**src/hdl/ktt_pkg.sv**
```systemverilog
// ktt_pkg: opcodes, status codes, register indices and the shared command type of the keyed timer table.
// No dependencies.
package ktt_pkg;

    localparam logic [2:0] OP_TICK    = 3'd0;
    localparam logic [2:0] OP_START   = 3'd1;
    localparam logic [2:0] OP_STOP    = 3'd2;
    localparam logic [2:0] OP_PAUSE   = 3'd3;
    localparam logic [2:0] OP_RESUME  = 3'd4;
    localparam logic [2:0] OP_RESTART = 3'd5;
    localparam logic [2:0] OP_QUERY   = 3'd6;
    localparam logic [2:0] OP_NONE    = 3'd7;

    localparam logic [1:0] ST_OK       = 2'd0;
    localparam logic [1:0] ST_INVALID  = 2'd1;
    localparam logic [1:0] ST_FULL     = 2'd2;
    localparam logic [1:0] ST_NOTFOUND = 2'd3;

    localparam logic [1:0] REG_SCALE = 2'd0;
    localparam logic [1:0] REG_PAUSE = 2'd1;

    localparam logic [47:0] MAX48 = 48'hFFFF_FFFF_FFFF;

    // command passed from front to back through the queue
    typedef struct packed {
        logic [2:0]  op;
        logic [31:0] key;
        logic [31:0] dur;
        logic        rep;
        logic        rt;
        logic [31:0] delta;
    } t_cmd;

endpackage

```
**src/hdl/ktt_front.sv**
```systemverilog
// ktt_front: input stage and two-entry command queue toward the back end.
// Depends on ktt_pkg.
module ktt_front (
    input  logic           i_clk,
    input  logic           i_rst_n,
    input  logic           i_valid,
    output logic           o_ready,
    input  ktt_pkg::t_cmd  i_cmd,
    output logic           o_valid,
    input  logic           i_ready,
    output ktt_pkg::t_cmd  o_cmd
);
    import ktt_pkg::*;

    t_cmd       r_q [2];
    logic       r_wp, n_wp, r_rp, n_rp;
    logic [1:0] r_cnt, n_cnt;
    logic       w_push, w_pop;

    assign o_ready = (r_cnt != 2'd2);
    assign o_valid = (r_cnt != 2'd0);
    assign o_cmd   = r_q[r_rp];
    assign w_push  = i_valid && o_ready;
    assign w_pop   = o_valid && i_ready;

    always_comb begin
        n_wp  = w_push ? ~r_wp : r_wp;
        n_rp  = w_pop ? ~r_rp : r_rp;
        n_cnt = r_cnt + {1'b0, w_push} - {1'b0, w_pop};
    end

    always_ff @(posedge i_clk) begin
        if (!i_rst_n) begin
            r_wp  <= 1'b0;
            r_rp  <= 1'b0;
            r_cnt <= 2'd0;
        end else begin
            r_wp  <= n_wp;
            r_rp  <= n_rp;
            r_cnt <= n_cnt;
        end
        if (w_push) begin
            r_q[r_wp] <= i_cmd;
        end
    end
endmodule

```
**src/hdl/ktt_divider.sv**
```systemverilog
// ktt_divider: 32-bit remainder unit, one quotient bit per cycle.
// Depends on nothing.
module ktt_divider (
    input  logic        i_clk,
    input  logic        i_rst_n,
    input  logic        i_start,
    input  logic [31:0] i_num,
    input  logic [31:0] i_den,
    output logic        o_done,
    output logic [31:0] o_rem
);
    logic [31:0] r_num;
    logic [32:0] r_rem;
    logic [31:0] r_den;
    logic [5:0]  r_cnt;
    logic        r_busy;
    logic [32:0] w_sh;

    assign w_sh   = {r_rem[31:0], r_num[31]};
    assign o_rem  = r_rem[31:0];
    assign o_done = r_busy && (r_cnt == 6'd32);

    always_ff @(posedge i_clk) begin
        if (!i_rst_n) begin
            r_busy <= 1'b0;
            r_cnt  <= 6'd0;
        end else if (i_start) begin
            r_busy <= 1'b1;
            r_cnt  <= 6'd0;
        end else if (o_done) begin
            r_busy <= 1'b0;
        end else if (r_busy) begin
            r_cnt <= r_cnt + 6'd1;
        end
        if (i_start) begin
            r_num <= i_num;
            r_den <= i_den;
            r_rem <= 33'd0;
        end else if (r_busy && r_cnt != 6'd32) begin
            r_num <= {r_num[30:0], 1'b0};
            r_rem <= (w_sh >= {1'b0, r_den}) ? w_sh - {1'b0, r_den} : w_sh;
        end
    end
endmodule

```
**src/hdl/ktt_back.sv**
```systemverilog
// ktt_back: slot table and sequencer that walks slots for tick and key search.
// Depends on ktt_pkg and ktt_divider.
module ktt_back #(
    parameter int NUM_SLOTS = 16
) (
    input  logic           i_clk,
    input  logic           i_rst_n,
    input  logic           i_valid,
    output logic           o_ready,
    input  ktt_pkg::t_cmd  i_cmd,
    input  logic [15:0]    i_scale,
    input  logic           i_gpause,
    output logic           o_valid,
    input  logic           i_ready,
    output logic [1:0]     o_status,
    output logic           o_fired,
    output logic [3:0]     o_slot_index,
    output logic [31:0]    o_result_key,
    output logic [47:0]    o_time_value,
    output logic           o_last
);
    import ktt_pkg::*;

    localparam int SW = (NUM_SLOTS > 1) ? $clog2(NUM_SLOTS) : 1;

    typedef enum logic [6:0] {
        S_IDLE  = 7'b0000001,
        S_SCALE = 7'b0000010,
        S_TICK  = 7'b0000100,
        S_DIV   = 7'b0001000,
        S_FIND  = 7'b0010000,
        S_EXEC  = 7'b0100000,
        S_OUT   = 7'b1000000
    } t_state;

    t_state r_st;
    t_cmd   r_cmd;

    logic [31:0] r_id   [NUM_SLOTS];
    logic [31:0] r_per  [NUM_SLOTS];
    logic [31:0] r_el   [NUM_SLOTS];
    logic [NUM_SLOTS-1:0] r_act, r_pau, r_loop, r_real;
    logic [47:0] r_rtot, r_gtot;
    logic [39:0] r_gd;

    logic [SW:0]   r_idx;
    logic [SW-1:0] w_i;
    logic          r_fnd, r_fre;
    logic [SW-1:0] r_fi, r_ri;

    logic        r_ov;
    logic [1:0]  r_ostat;
    logic        r_ofire, r_olast;
    logic [3:0]  r_oslot;
    logic [31:0] r_okey;
    logic [47:0] r_otv;

    logic [40:0] w_e;
    logic [31:0] w_es;
    logic [48:0] w_rs, w_gs;
    logic        w_dstart, w_ddone;
    logic [31:0] w_drem;
    logic        w_out_free, w_end;

    assign w_i = r_idx[SW-1:0];
    assign w_end = (r_idx == (SW+1)'(NUM_SLOTS - 1));
    assign w_out_free = !r_ov || i_ready;
    assign o_ready = (r_st == S_IDLE);
    assign o_valid = r_ov;
    assign o_status = r_ostat;
    assign o_fired = r_ofire;
    assign o_slot_index = r_oslot;
    assign o_result_key = r_okey;
    assign o_time_value = r_otv;
    assign o_last = r_olast;

    assign w_e  = {9'd0, r_el[w_i]} + (r_real[w_i] ? {9'd0, r_cmd.delta} : {1'b0, r_gd});
    assign w_es = w_e[40:32] != 9'd0 ? 32'hFFFF_FFFF : w_e[31:0];
    assign w_rs = {1'b0, r_rtot} + {17'd0, r_cmd.delta};
    assign w_gs = {1'b0, r_gtot} + {9'd0, r_gd};
    assign w_dstart = (r_st == S_TICK) && r_act[w_i] && !r_pau[w_i] && w_out_free
                      && (w_es >= r_per[w_i]) && r_loop[w_i] && (r_per[w_i] != 32'd0);

    ktt_divider u_div (
        .i_clk   (i_clk),
        .i_rst_n (i_rst_n),
        .i_start (w_dstart),
        .i_num   (w_es),
        .i_den   (r_per[w_i]),
        .o_done  (w_ddone),
        .o_rem   (w_drem)
    );

    always_ff @(posedge i_clk) begin
        if (!i_rst_n) begin
            r_st   <= S_IDLE;
            r_ov   <= 1'b0;
            r_act  <= '0;
            r_pau  <= '0;
            r_loop <= '0;
            r_real <= '0;
            r_rtot <= 48'd0;
            r_gtot <= 48'd0;
            for (int k = 0; k < NUM_SLOTS; k++) begin
                r_id[k]  <= 32'd0;
                r_per[k] <= 32'd0;
                r_el[k]  <= 32'd0;
            end
        end else begin
            if (r_ov && i_ready) begin
                r_ov <= 1'b0;
            end
            unique case (r_st)
                S_IDLE: begin
                    if (i_valid) begin
                        r_cmd <= i_cmd;
                        r_idx <= '0;
                        r_fnd <= 1'b0;
                        r_fre <= 1'b0;
                        r_st  <= (i_cmd.op == OP_TICK) ? S_SCALE : S_FIND;
                    end
                end
                S_SCALE: begin
                    r_gd <= i_gpause ? 40'd0
                          : 40'(({32'd0, r_cmd.delta} * {48'd0, i_scale}) >> 8);
                    r_st <= S_TICK;
                end
                S_TICK: begin
                    if (w_out_free) begin
                        if (r_idx == '0) begin
                            r_rtot <= w_rs[48] ? MAX48 : w_rs[47:0];
                            r_gtot <= w_gs[48] ? MAX48 : w_gs[47:0];
                        end
                        if (r_idx == (SW+1)'(NUM_SLOTS)) begin
                            r_ov <= 1'b1; r_ostat <= ST_OK; r_ofire <= 1'b0;
                            r_oslot <= 4'd0; r_okey <= 32'd0; r_otv <= r_gtot;
                            r_olast <= 1'b1; r_st <= S_IDLE;
                        end else if (r_act[w_i] && !r_pau[w_i]) begin
                            r_el[w_i] <= w_es;
                            if (w_es >= r_per[w_i]) begin
                                r_ov <= 1'b1; r_ostat <= ST_OK; r_ofire <= 1'b1;
                                r_oslot <= 4'(w_i); r_okey <= r_id[w_i];
                                r_otv <= 48'd0; r_olast <= 1'b0;
                                if (!r_loop[w_i]) begin
                                    r_id[w_i] <= 32'd0; r_per[w_i] <= 32'd0;
                                    r_el[w_i] <= 32'd0; r_act[w_i] <= 1'b0;
                                    r_pau[w_i] <= 1'b0; r_real[w_i] <= 1'b0;
                                    r_idx <= r_idx + 1'b1;
                                end else if (r_per[w_i] == 32'd0) begin
                                    r_el[w_i] <= 32'd0;
                                    r_idx <= r_idx + 1'b1;
                                end else begin
                                    r_st <= S_DIV;
                                end
                            end else begin
                                r_idx <= r_idx + 1'b1;
                            end
                        end else begin
                            r_idx <= r_idx + 1'b1;
                        end
                    end
                end
                S_DIV: begin
                    if (w_ddone) begin
                        r_el[w_i] <= w_drem;
                        r_idx <= r_idx + 1'b1;
                        r_st  <= S_TICK;
                    end
                end
                S_FIND: begin
                    if (r_cmd.op == OP_NONE || r_cmd.key == 32'd0) begin
                        r_st <= S_EXEC;
                    end else begin
                        if (!r_fnd && r_act[w_i] && r_id[w_i] == r_cmd.key) begin
                            r_fnd <= 1'b1; r_fi <= w_i;
                        end
                        if (!r_fre && !r_act[w_i]) begin
                            r_fre <= 1'b1; r_ri <= w_i;
                        end
                        if (w_end) r_st <= S_EXEC;
                        else r_idx <= r_idx + 1'b1;
                    end
                end
                // result registers are only rewritten once the held beat is gone
                S_EXEC: if (w_out_free) begin
                    r_ofire <= 1'b0; r_olast <= 1'b1;
                    r_oslot <= 4'd0; r_okey <= 32'd0; r_otv <= 48'd0;
                    r_ostat <= ST_OK;
                    r_st <= S_OUT;
                    if (r_cmd.op == OP_NONE) begin
                    end else if (r_cmd.key == 32'd0) begin
                        r_ostat <= ST_INVALID;
                    end else if (r_cmd.op == OP_START) begin
                        if (!r_fnd && !r_fre) begin
                            r_ostat <= ST_FULL;
                        end else begin
                            r_id[r_fnd ? r_fi : r_ri]   <= r_cmd.key;
                            r_per[r_fnd ? r_fi : r_ri]  <= r_cmd.dur;
                            r_el[r_fnd ? r_fi : r_ri]   <= 32'd0;
                            r_act[r_fnd ? r_fi : r_ri]  <= 1'b1;
                            r_pau[r_fnd ? r_fi : r_ri]  <= 1'b0;
                            r_loop[r_fnd ? r_fi : r_ri] <= r_cmd.rep;
                            r_real[r_fnd ? r_fi : r_ri] <= r_cmd.rt;
                            r_oslot <= 4'(r_fnd ? r_fi : r_ri);
                            r_okey  <= r_cmd.key;
                        end
                    end else if (!r_fnd) begin
                        r_ostat <= ST_NOTFOUND;
                    end else begin
                        r_oslot <= 4'(r_fi);
                        unique case (r_cmd.op)
                            OP_STOP: begin
                                r_id[r_fi] <= 32'd0; r_per[r_fi] <= 32'd0;
                                r_el[r_fi] <= 32'd0; r_act[r_fi] <= 1'b0;
                                r_pau[r_fi] <= 1'b0; r_loop[r_fi] <= 1'b0;
                                r_real[r_fi] <= 1'b0;
                            end
                            OP_PAUSE:   r_pau[r_fi] <= 1'b1;
                            OP_RESUME:  r_pau[r_fi] <= 1'b0;
                            OP_RESTART: r_el[r_fi] <= 32'd0;
                            default: begin
                                r_otv <= (r_per[r_fi] > r_el[r_fi])
                                         ? {16'd0, r_per[r_fi] - r_el[r_fi]} : 48'd0;
                            end
                        endcase
                    end
                end
                S_OUT: begin
                    if (w_out_free) begin
                        r_ov <= 1'b1;
                        r_st <= S_IDLE;
                    end
                end
                default: r_st <= S_IDLE;
            endcase
        end
    end
endmodule

```
**src/hdl/keyed_timer_table_core.sv**
```systemverilog
// Keyed timer table: a queue front end feeding a sequenced slot table.
// Start/stop/pause/resume/restart/query walk the slots in a key search (skipped for key 0 or no-op).
// Tick walks all slots and runs the serial remainder unit for each looping expiry with a nonzero period.
// One item in the back end at a time; a held result stalls the walk and the queue.
// Synchronous active-low reset frees all slots, zeroes totals, scale=1.0, pause off.
// Depends on ktt_pkg, ktt_front, ktt_back.
module keyed_timer_table_core #(
    parameter int NUM_SLOTS = 16
) (
    input  logic        i_clk,
    input  logic        i_rst_n,
    input  logic        i_valid,
    output logic        o_ready,
    input  logic [2:0]  i_operation,
    input  logic [31:0] i_timer_key,
    input  logic [31:0] i_duration,
    input  logic        i_repeat_req,
    input  logic        i_real_time,
    input  logic [31:0] i_delta,
    output logic        o_valid,
    input  logic        i_ready,
    output logic [1:0]  o_status,
    output logic        o_fired,
    output logic [3:0]  o_slot_index,
    output logic [31:0] o_result_key,
    output logic [47:0] o_time_value,
    output logic        o_last,
    input  logic        psel,
    input  logic        penable,
    input  logic        pwrite,
    input  logic [2:0]  paddr,
    input  logic [31:0] pwdata,
    output logic [31:0] prdata,
    output logic        pready
);
    import ktt_pkg::*;

    t_cmd        w_in, w_q;
    logic        w_qv, w_qr;
    logic [15:0] r_scale;
    logic        r_gpause;

    assign w_in = '{op: i_operation, key: i_timer_key, dur: i_duration,
                    rep: i_repeat_req, rt: i_real_time, delta: i_delta};
    assign pready = 1'b1;

    // registers sit at byte addresses 0 and 4
    always_ff @(posedge i_clk) begin
        if (!i_rst_n) begin
            r_scale  <= 16'd256;
            r_gpause <= 1'b0;
        end else if (psel && penable && pwrite) begin
            if (paddr == {REG_SCALE[0], 2'b00}) r_scale <= pwdata[15:0];
            if (paddr == {REG_PAUSE[0], 2'b00}) r_gpause <= pwdata[0];
        end
    end

    always_comb begin
        prdata = 32'd0;
        if (paddr == {REG_SCALE[0], 2'b00}) prdata = {16'd0, r_scale};
        else if (paddr == {REG_PAUSE[0], 2'b00}) prdata = {31'd0, r_gpause};
    end

    ktt_front u_front (
        .i_clk (i_clk), .i_rst_n (i_rst_n),
        .i_valid (i_valid), .o_ready (o_ready), .i_cmd (w_in),
        .o_valid (w_qv), .i_ready (w_qr), .o_cmd (w_q)
    );

    ktt_back #(.NUM_SLOTS(NUM_SLOTS)) u_back (
        .i_clk (i_clk), .i_rst_n (i_rst_n),
        .i_valid (w_qv), .o_ready (w_qr), .i_cmd (w_q),
        .i_scale (r_scale), .i_gpause (r_gpause),
        .o_valid (o_valid), .i_ready (i_ready),
        .o_status (o_status), .o_fired (o_fired), .o_slot_index (o_slot_index),
        .o_result_key (o_result_key), .o_time_value (o_time_value), .o_last (o_last)
    );
endmodule
```
**config.mk**
```make
export PLATFORM = sky130hd
export DESIGN_NAME = keyed_timer_table_core
export DESIGN_NICKNAME = d
export VERILOG_FILES = /design/src/hdl/ktt_pkg.sv /design/src/hdl/ktt_front.sv /design/src/hdl/ktt_divider.sv /design/src/hdl/ktt_back.sv /design/src/hdl/keyed_timer_table_core.sv
export SDC_FILE = /design/constraint.sdc
export NUM_CORES = 2
export LEC_CHECK = 0
export BUFFER_PORTS_ARGS = -buffer_cell sky130_fd_sc_hd__buf_4
export CAP_MARGIN = 20
export CELL_PAD_IN_SITES_DETAIL_PLACEMENT = 1
export CELL_PAD_IN_SITES_GLOBAL_PLACEMENT = 1
export CORE_UTILIZATION = 50
export DETAILED_ROUTE_END_ITERATION = 7
export PLACE_DENSITY_LB_ADDON = 0.1
export SLEW_MARGIN = 30
export SYNTH_ARGS = -nofsm -noshare
export SYNTH_HDL_FRONTEND = slang
export SYNTH_SLANG_ARGS = --single-unit
```
**constraint.sdc**
```tcl
create_clock -name i_clk -period 16.65 [get_ports i_clk]
set_clock_uncertainty 0.05 [all_clocks]
set_input_delay 3.33 -clock i_clk [delete_from_list [all_inputs] [get_ports i_clk]]
set_output_delay 3.33 -clock i_clk [all_outputs]
set_load 0.005 [all_outputs]
```
Word-level counts from Yosys, hierarchy flattened
Memory sizes are Yosys's and may differ from the RTL's. A register that Yosys moved wholly into a read port is not among the register bits.
Cells that the tools add are included.
{ "totals": {"n_memories": 4, "output_inout_bits": 123, "word_cells": 457, "mem_bits_rw": 1738, "reg_bits": 488, "input_bits": 143} }
{ "classes": {"order_cmp": 9, "multipliers": 1, "add_sub_neg": 8, "bitwise_logic": 24, "n_reduce_logical": 71, "n_mux": 259, "n_eq_ne": 46} }
{ "mem_list": {"columns": ["memory", "words", "word_bits", "rd", "rd_clocked_by_memory_dff", "wr", "line", "text"], "rows": [
  ["u_back.r_el", 16, 32, 2, 2, 16, "ktt_back.sv:41", "logic [31:0] r_el [NUM_SLOTS];"],
  ["u_back.r_id", 16, 32, 1, 1, 16, "ktt_back.sv:39", "logic [31:0] r_id [NUM_SLOTS];"],
  ["u_back.r_per", 16, 32, 2, 2, 16, "ktt_back.sv:40", "logic [31:0] r_per [NUM_SLOTS];"],
  ["u_front.r_q", 2, 101, 1, 1, 1, "ktt_front.sv:15", "t_cmd r_q [2];"]
]} }
{ "op_table": {"columns": ["operator", "n"], "rows": [
  ["$mux 32", 27],
  ["$mux 16", 40],
  ["$mux 48", 11],
  ["$reduce_or 32->1", 9],
  ["$and 16x16->16", 8],
  ["$pmux 16 s2", 4],
  ["$mux 4", 25],
  ["$mux 1", 98],
  ["$pmux 48 s2", 1],
  ["$mux 7", 12],
  ["$logic_not 32->1", 2],
  ["$pmux 32 s2", 1],
  ["$sub 32x32->32", 2],
  ["$mux 5", 11],
  ["$add 48x40->49", 1],
  ["$pmux 7 s7", 1],
  ["$mul 32x16->48", 1],
  ["$not 16->16", 3],
  ["$add 32x41->41", 1],
  ["$mux 40", 1],
  ["$ge 33x32->1", 1],
  ["$bwmux 16", 2],
  ["$eq 32x32->1", 1],
  ["$ge 32x32->1", 1],
  ["other kinds (57)", 154]
]} }

Depth between registers and ports, before layout
{ "logic_depth": {"word_depth": 21, "depth_mapped": 38, "mapped_depth_nobuf": 28} }

Modules after synthesis
A second synthesis with hierarchy kept.
{ "hier_totals": {"hier_cells": 9903, "area_unflattened_um2": 129051.3} }
{ "by_module_without_submodules": {"columns": ["module", "area_per_inst_um2", "cells_each", "seq_area_each_um2", "instances"], "rows": [
  ["ktt_back", 113983.1, 8843, 56013.7, 1],
  ["ktt_front", 7971.4, 338, 6165.9, 1],
  ["ktt_divider", 6118.4, 608, 2702.6, 1],
  ["keyed_timer_table_core", 978.4, 114, 340.3, 1]
]} }

Least setup slack after synthesis
Ideal clock, no wire load.
{ "synth_path": {"path_kind": "flip-flop to flip-flop", "start": "register (tool-made name)", "end": "register u_back.r_ofire, in the netlist u_back.o_fired (enable)", "arrival_ns": 11.615, "n_path_buf": 9, "slack_ns": 4.422, "setup_time_ns": 0.564, "path_stages_with_launch": 34, "period_less_slack_ns": 12.228, "required_time_ns": 16.036, "path_cell_list": "dfxtp_1 > buf_2 > buf_6 > buf_4 > buf_4 > buf_1 > buf_1 > mux4_2 > mux4_2 > ha_1 > fa_1 > a21o_1 > a311oi_1 > o21ai_0 > nand3_1 > a21oi_1 > o21ai_0 > mux2i_1 > a31o_2 > clkbuf_1 > nand2_1 > buf_4 > nor2_2 > buf_4 > inv_2 > ha_1 > a21o_1 > a21o_1 > a21oi_1 > a21oi_1 > a211o_1 > a21oi_1 > nand2b_1 > a21oi_1"} }
{ "synth_lines": {"columns": ["element", "line", "text"], "rows": [
  ["to (signal assigned)", "ktt_back.sv:135", "r_ov <= 1'b1; r_ostat <= ST_OK; r_ofire <= 1'b0;"],
  ["to (signal assigned)", "ktt_back.sv:141", "r_ov <= 1'b1; r_ostat <= ST_OK; r_ofire <= 1'b1;"],
  ["to (signal assigned)", "ktt_back.sv:186", "r_ofire <= 1'b0; r_olast <= 1'b1;"],
  ["to (decl)", "ktt_back.sv:53", "logic r_ofire, r_olast;"]
]} }

==> key figures <==
Detailed routing
  – Residual antenna-violating net count after detailed routing: 0
  – Initial DRC count: 9,085
  – DRC viols: 0
  – Routed length per instance: 33.2 um
  – TritonRoute pass-1 iters: 5
  – Via count: slightly below 90,000
  – Vias/cell: 6.52
  – Wire length after detailed routing: 440 mm

STA
  – RSZ-0062 raised after global routing: false
  – Slew Viols, Final: 0
  – Setup_tns: 0 ns
  – Count of final hold-check violations: 0
  – Post-layout minimum cycle time: approximately 11 ns
  – Number of setup violations in the final report: 0
  – Share of the cycle needed by the critical path after routing: 67.9%
  – Fmax: 88.5 MHz
  – Transition at the pin with the smallest max-transition slack: 1.17 ns
  – Worst Hold Slack: 0.435 ns
  – Max-Slew Margin vs Limit: 20.9%

Logic synthesis
  – Async set or reset register ratio after synthesis: 0%
  – Commonest cells in the netlist: sky130_fd_sc_hd__edfxtp_1 (2,046), sky130_fd_sc_hd__nor2_1 (1,666), sky130_fd_sc_hd__mux4_2 (818), sky130_fd_sc_hd__nand2_1 (767), sky130_fd_sc_hd__inv_1 (555)
  – Number of synthesized flops with an enable pin: 2,046
  – Main flop type after synthesis: sky130_fd_sc_hd__edfxtp_1
  – Seq/Total Area, Yosys: 51.7%
  – Cell area after synthesis: 126,000 um2
  – Area fraction in compound gates after synthesis: 6.24%
  – Gate Count Post-Synth: about 9,800
  – Ranking of synthesized cells by area: sky130_fd_sc_hd__edfxtp_1 (49%), sky130_fd_sc_hd__mux4_2 (15%), sky130_fd_sc_hd__fa_1 (6.7%), sky130_fd_sc_hd__nor2_1 (5.0%), sky130_fd_sc_hd__dfxtp_1 (3.0%)
  – Simple-gate portion of the synthesized area: 10.6%
  – Distinct cell type count after synthesis: 95
  – Share of synthesized area spent on multiplexers: 16.2%
  – Total number of yosys warnings: 0
  – Main combinational cell family by area after synthesis: multiplexers
  – Post-synthesis cell type with the largest combined area: sky130_fd_sc_hd__edfxtp_1
  – Synthesized area divided by synthesized cell count: 12.9 um2
  – Synthesized-area fraction occupied by xor and xnor cells: 1.42%
  – #FFs+latches synth: 2,235
  – Library cell with the highest instance count after synthesis: sky130_fd_sc_hd__edfxtp_1
  – Adder and majority cell fraction of the synthesized area: 9.60%
  – Area share of the leading cell type in the synthesized netlist: approximately half

Cells and area
  – Utilization after layout: 55.6%
  – Non-Filler Instances: 13,300
  – Ratio of cells with drive above 1 in the final layout: between 10% and 20%
  – P&R area growth vs syn: 10.1%
  – Number of nets at the end of the flow: 10,600

Clock network
  – TritonCTS clock tree: yes
  – Resize count post-CTS: 0
  – Hold bufs inserted after CTS: 0
  – Post-CTS clock slew at the launch and capture registers of the worst setup and hold paths: 0.06 ns
  – Clk Latency, worst-skew pair: 0.94 ns
  – Root buf cell: sky130_fd_sc_hd__clkbuf_16
  – Maximum buffer depth of the clock tree: 3
  – Number of setup buffers added after CTS: 0
  – Deepest level of the CTS H-tree: 4
  – Number of buffers inserted during clock tree synthesis: 235
  – Sinks on Clock Net: 2,235

GRT
  – Global Route Usage Sum: 34.7%
  – First-pass GRT wire length: 640 mm
  – Total global routing overflow: 0
  – Maximum number of pins on one net before global-route repair: 104
  – Number of antenna violations at the first check in global routing: 12
  – Vias in the first global route: approximately 90,000

Setup path
  – Largest stage delay on the critical path: 0.73 ns
  – Number of buffer and inverter instances along the worst setup path: 3
  – Kind of cell with the highest combined delay on the critical path: compound AO/OA/AOI/OAI gates
  – Register-to-Register Path Depth: 27
  – WP data required: 16.96 ns
  – Endpoint arrival time on the critical path: ~12 ns
  – CP startpoint kind: flop
  – CP Class: reg2reg
  – Endpoint class of the critical path: flop
  – R2R Setup Slk: 5.35 ns
  – Slowest-stage cell, CP: sky130_fd_sc_hd__dfxtp_4
  – Peak fanout along the critical path: 64
  – Endpoint of the worst register-to-register path: u_back.r_per[14][15]

Die
  – Core Rows: around 180
  – I/O pins: 266
  – Die W: 504 um
  – Die area: ~250,000 um2
  – Effective utilization at floorplan: roughly 51%
  – Die Span Y: roughly 500 um
  – Placeable core area: 250,000 um2

Worst hold path
  – Endpoint of the worst hold-timing path: u_back.r_real[14]
  – WHS Path Cells: 2
  – Worst Hold Launch: u_back.r_real[14]
  – Class of the worst hold path: reg2reg

Power
  – Switching power share of the total: 33.6%
  – Share of power burned in registers: 39.5%
  – Leak: 0.0493 uW
  – Clk network pwr share: slightly above 30%
  – Total Power Consumption: 17,300 uW
  – Internal Pwr Total: 11,500 uW
  – Logic pwr share: between 20 and 30%
  – Power density normalized to cell area: 124 nW/um2
  – Switching power summed over all nets: 5800 uW
  – Peak VDD IR: 0.000120 V

Place
  – Final weighted congestion in routability-driven placement: 0.931
  – Port bufs: ~230
  – HPWL after DPL: 276 mm
  – Cells after DPL: 12,800

Status
  – Outcome: completed

Job
  – Max-cap check violation count: 0
==> power by group through the flow <==
stage / logic [uW] / registers [uW] / clock network (uW)
finish: 5150 / 6820 / 5290
global placement: 4970 / 6900 / 0
CTS: 5100 / 6810 / 5320
global route: 5380 / 6840 / 5520
floorplan: 3400 / 6740 / 0
detailed placement: 5060 / 6930 / 0
==> placed cells by master, fill, tap and decap left out, types with 159 or more instances in the layout <==
cell | synthesis | routed
sky130_fd_sc_hd__nor2_1 | 1666 | 1662
sky130_fd_sc_hd__fa_1 | 421 | 421
sky130_fd_sc_hd__mux2_2 | 159 | 159
sky130_fd_sc_hd__o21ai_0 | 253 | 251
sky130_fd_sc_hd__mux4_2 | 818 | 818
sky130_fd_sc_hd__inv_1 | 555 | 554
sky130_fd_sc_hd__ha_1 | 294 | 294
sky130_fd_sc_hd__and2_1 | 189 | 189
sky130_fd_sc_hd__buf_4 | 36 | 401
sky130_fd_sc_hd__nand2_1 | 767 | 716
sky130_fd_sc_hd__dfxtp_1 | 189 | 179
sky130_fd_sc_hd__a21oi_1 | 288 | 285
sky130_fd_sc_hd__edfxtp_1 | 2046 | 2046
sky130_fd_sc_hd__o22ai_1 | 169 | 169
sky130_fd_sc_hd__clkbuf_16 | 0 | 236
==> through the flow <==
stage	worst slack, ns	instance area [um2]
6_report	5.35	139000
5_1_grt	4.98	139000
4_1_cts	5.27	139000
3_5_place_dp	5.32	131000
3_3_place_gp	5.01	131000
2_1_floorplan	4.42	126000
==> cell type report <==
type                            instances  area (um2)
Clock buffer                          314        6360
Antenna cell                            4        10.0
Fill cell                           24500      111000
Clock inverter                        129        1300
Timing Repair Buffer                  420        3320
Multi-Input combinational cell       6271       56300
Inverter                              564        2120
Sequential cell                      2235       65300
Tap cell                             3330        4170
==> state kept, by name, summed over array words and instances (netlist names), 32 cells and up, named ones only <==
name                 cells
u_back.r_el            512
u_back.r_id            512
u_back.r_per           512
u_front.r_q            202
u_back.r_cmd           101
u_back.o_time_value     48
u_back.r_gtot           48
u_back.r_gd             40
u_back.o_result_key     32
u_back.u_div.r_den      32
u_back.u_div.r_num      32
u_back.u_div.r_rem      32
==> routing by layer <==
layer | wire [um] | vias up | track usage [%]
li1 | - | 35600 | -
met3 | 34700 | 1008 | 5.88
met1 | 164000 | 45600 | 43.8
met2 | 214000 | 4159 | 57.3
met5 | 109 | - | 0
met4 | 26300 | 12 | 18.3
==> worst register-to-register path: stages (launching register included) <==
cell	delay, ns
sky130_fd_sc_hd__dfxtp_4	0.73
sky130_fd_sc_hd__buf_6	0.64
sky130_fd_sc_hd__mux4_2	0.68
sky130_fd_sc_hd__mux4_2	0.57
sky130_fd_sc_hd__ha_1	0.41
sky130_fd_sc_hd__a2111o_1	0.43
sky130_fd_sc_hd__o2111ai_1	0.28
sky130_fd_sc_hd__o211ai_1	0.26
sky130_fd_sc_hd__o21ai_0	0.57
sky130_fd_sc_hd__o31a_1	0.32
sky130_fd_sc_hd__mux2i_1	0.26
sky130_fd_sc_hd__a31o_2	0.41
sky130_fd_sc_hd__nand2_1	0.17
sky130_fd_sc_hd__buf_4	0.24
sky130_fd_sc_hd__nor2_4	0.64
sky130_fd_sc_hd__inv_2	0.07
sky130_fd_sc_hd__ha_1	0.21
sky130_fd_sc_hd__a21o_1	0.17
sky130_fd_sc_hd__a21o_1	0.17
sky130_fd_sc_hd__a21oi_1	0.22
sky130_fd_sc_hd__o211ai_1	0.15
sky130_fd_sc_hd__a211o_1	0.29
sky130_fd_sc_hd__a21oi_2	0.54
sky130_fd_sc_hd__nor3_1	0.17
sky130_fd_sc_hd__a31oi_1	0.32
sky130_fd_sc_hd__nor2_1	0.27
sky130_fd_sc_hd__nand2_4	0.70
sky130_fd_sc_hd__nand2_8	0.58
==> worst max-delay path by stage <==
stage / to / cells after the start / start
floorplan: u_back.o_fired / 33 / flop
global placement: u_back.r_per[10][18] / 29 / flop
detailed placement: u_back.r_per[10][18] / 28 / flop
CTS: u_back.r_per[10][17] / 28 / flop
global route: u_back.r_per[14][15] / 28 / flop
finish: u_back.r_per[14][15] / 27 / flop
==> cell families after synthesis <==
family                   Yosys count
AND/OR/NAND/NOR                 3125
flip-flops                      2235
buffers and inverters           1306
AO/OA/AOI/OAI                   1206
multiplexers                    1003
adder cells (fa/ha/maj)          715
XOR/XNOR                         205
other                              2
No activity file was read; power rests on OpenSTA's default activity.
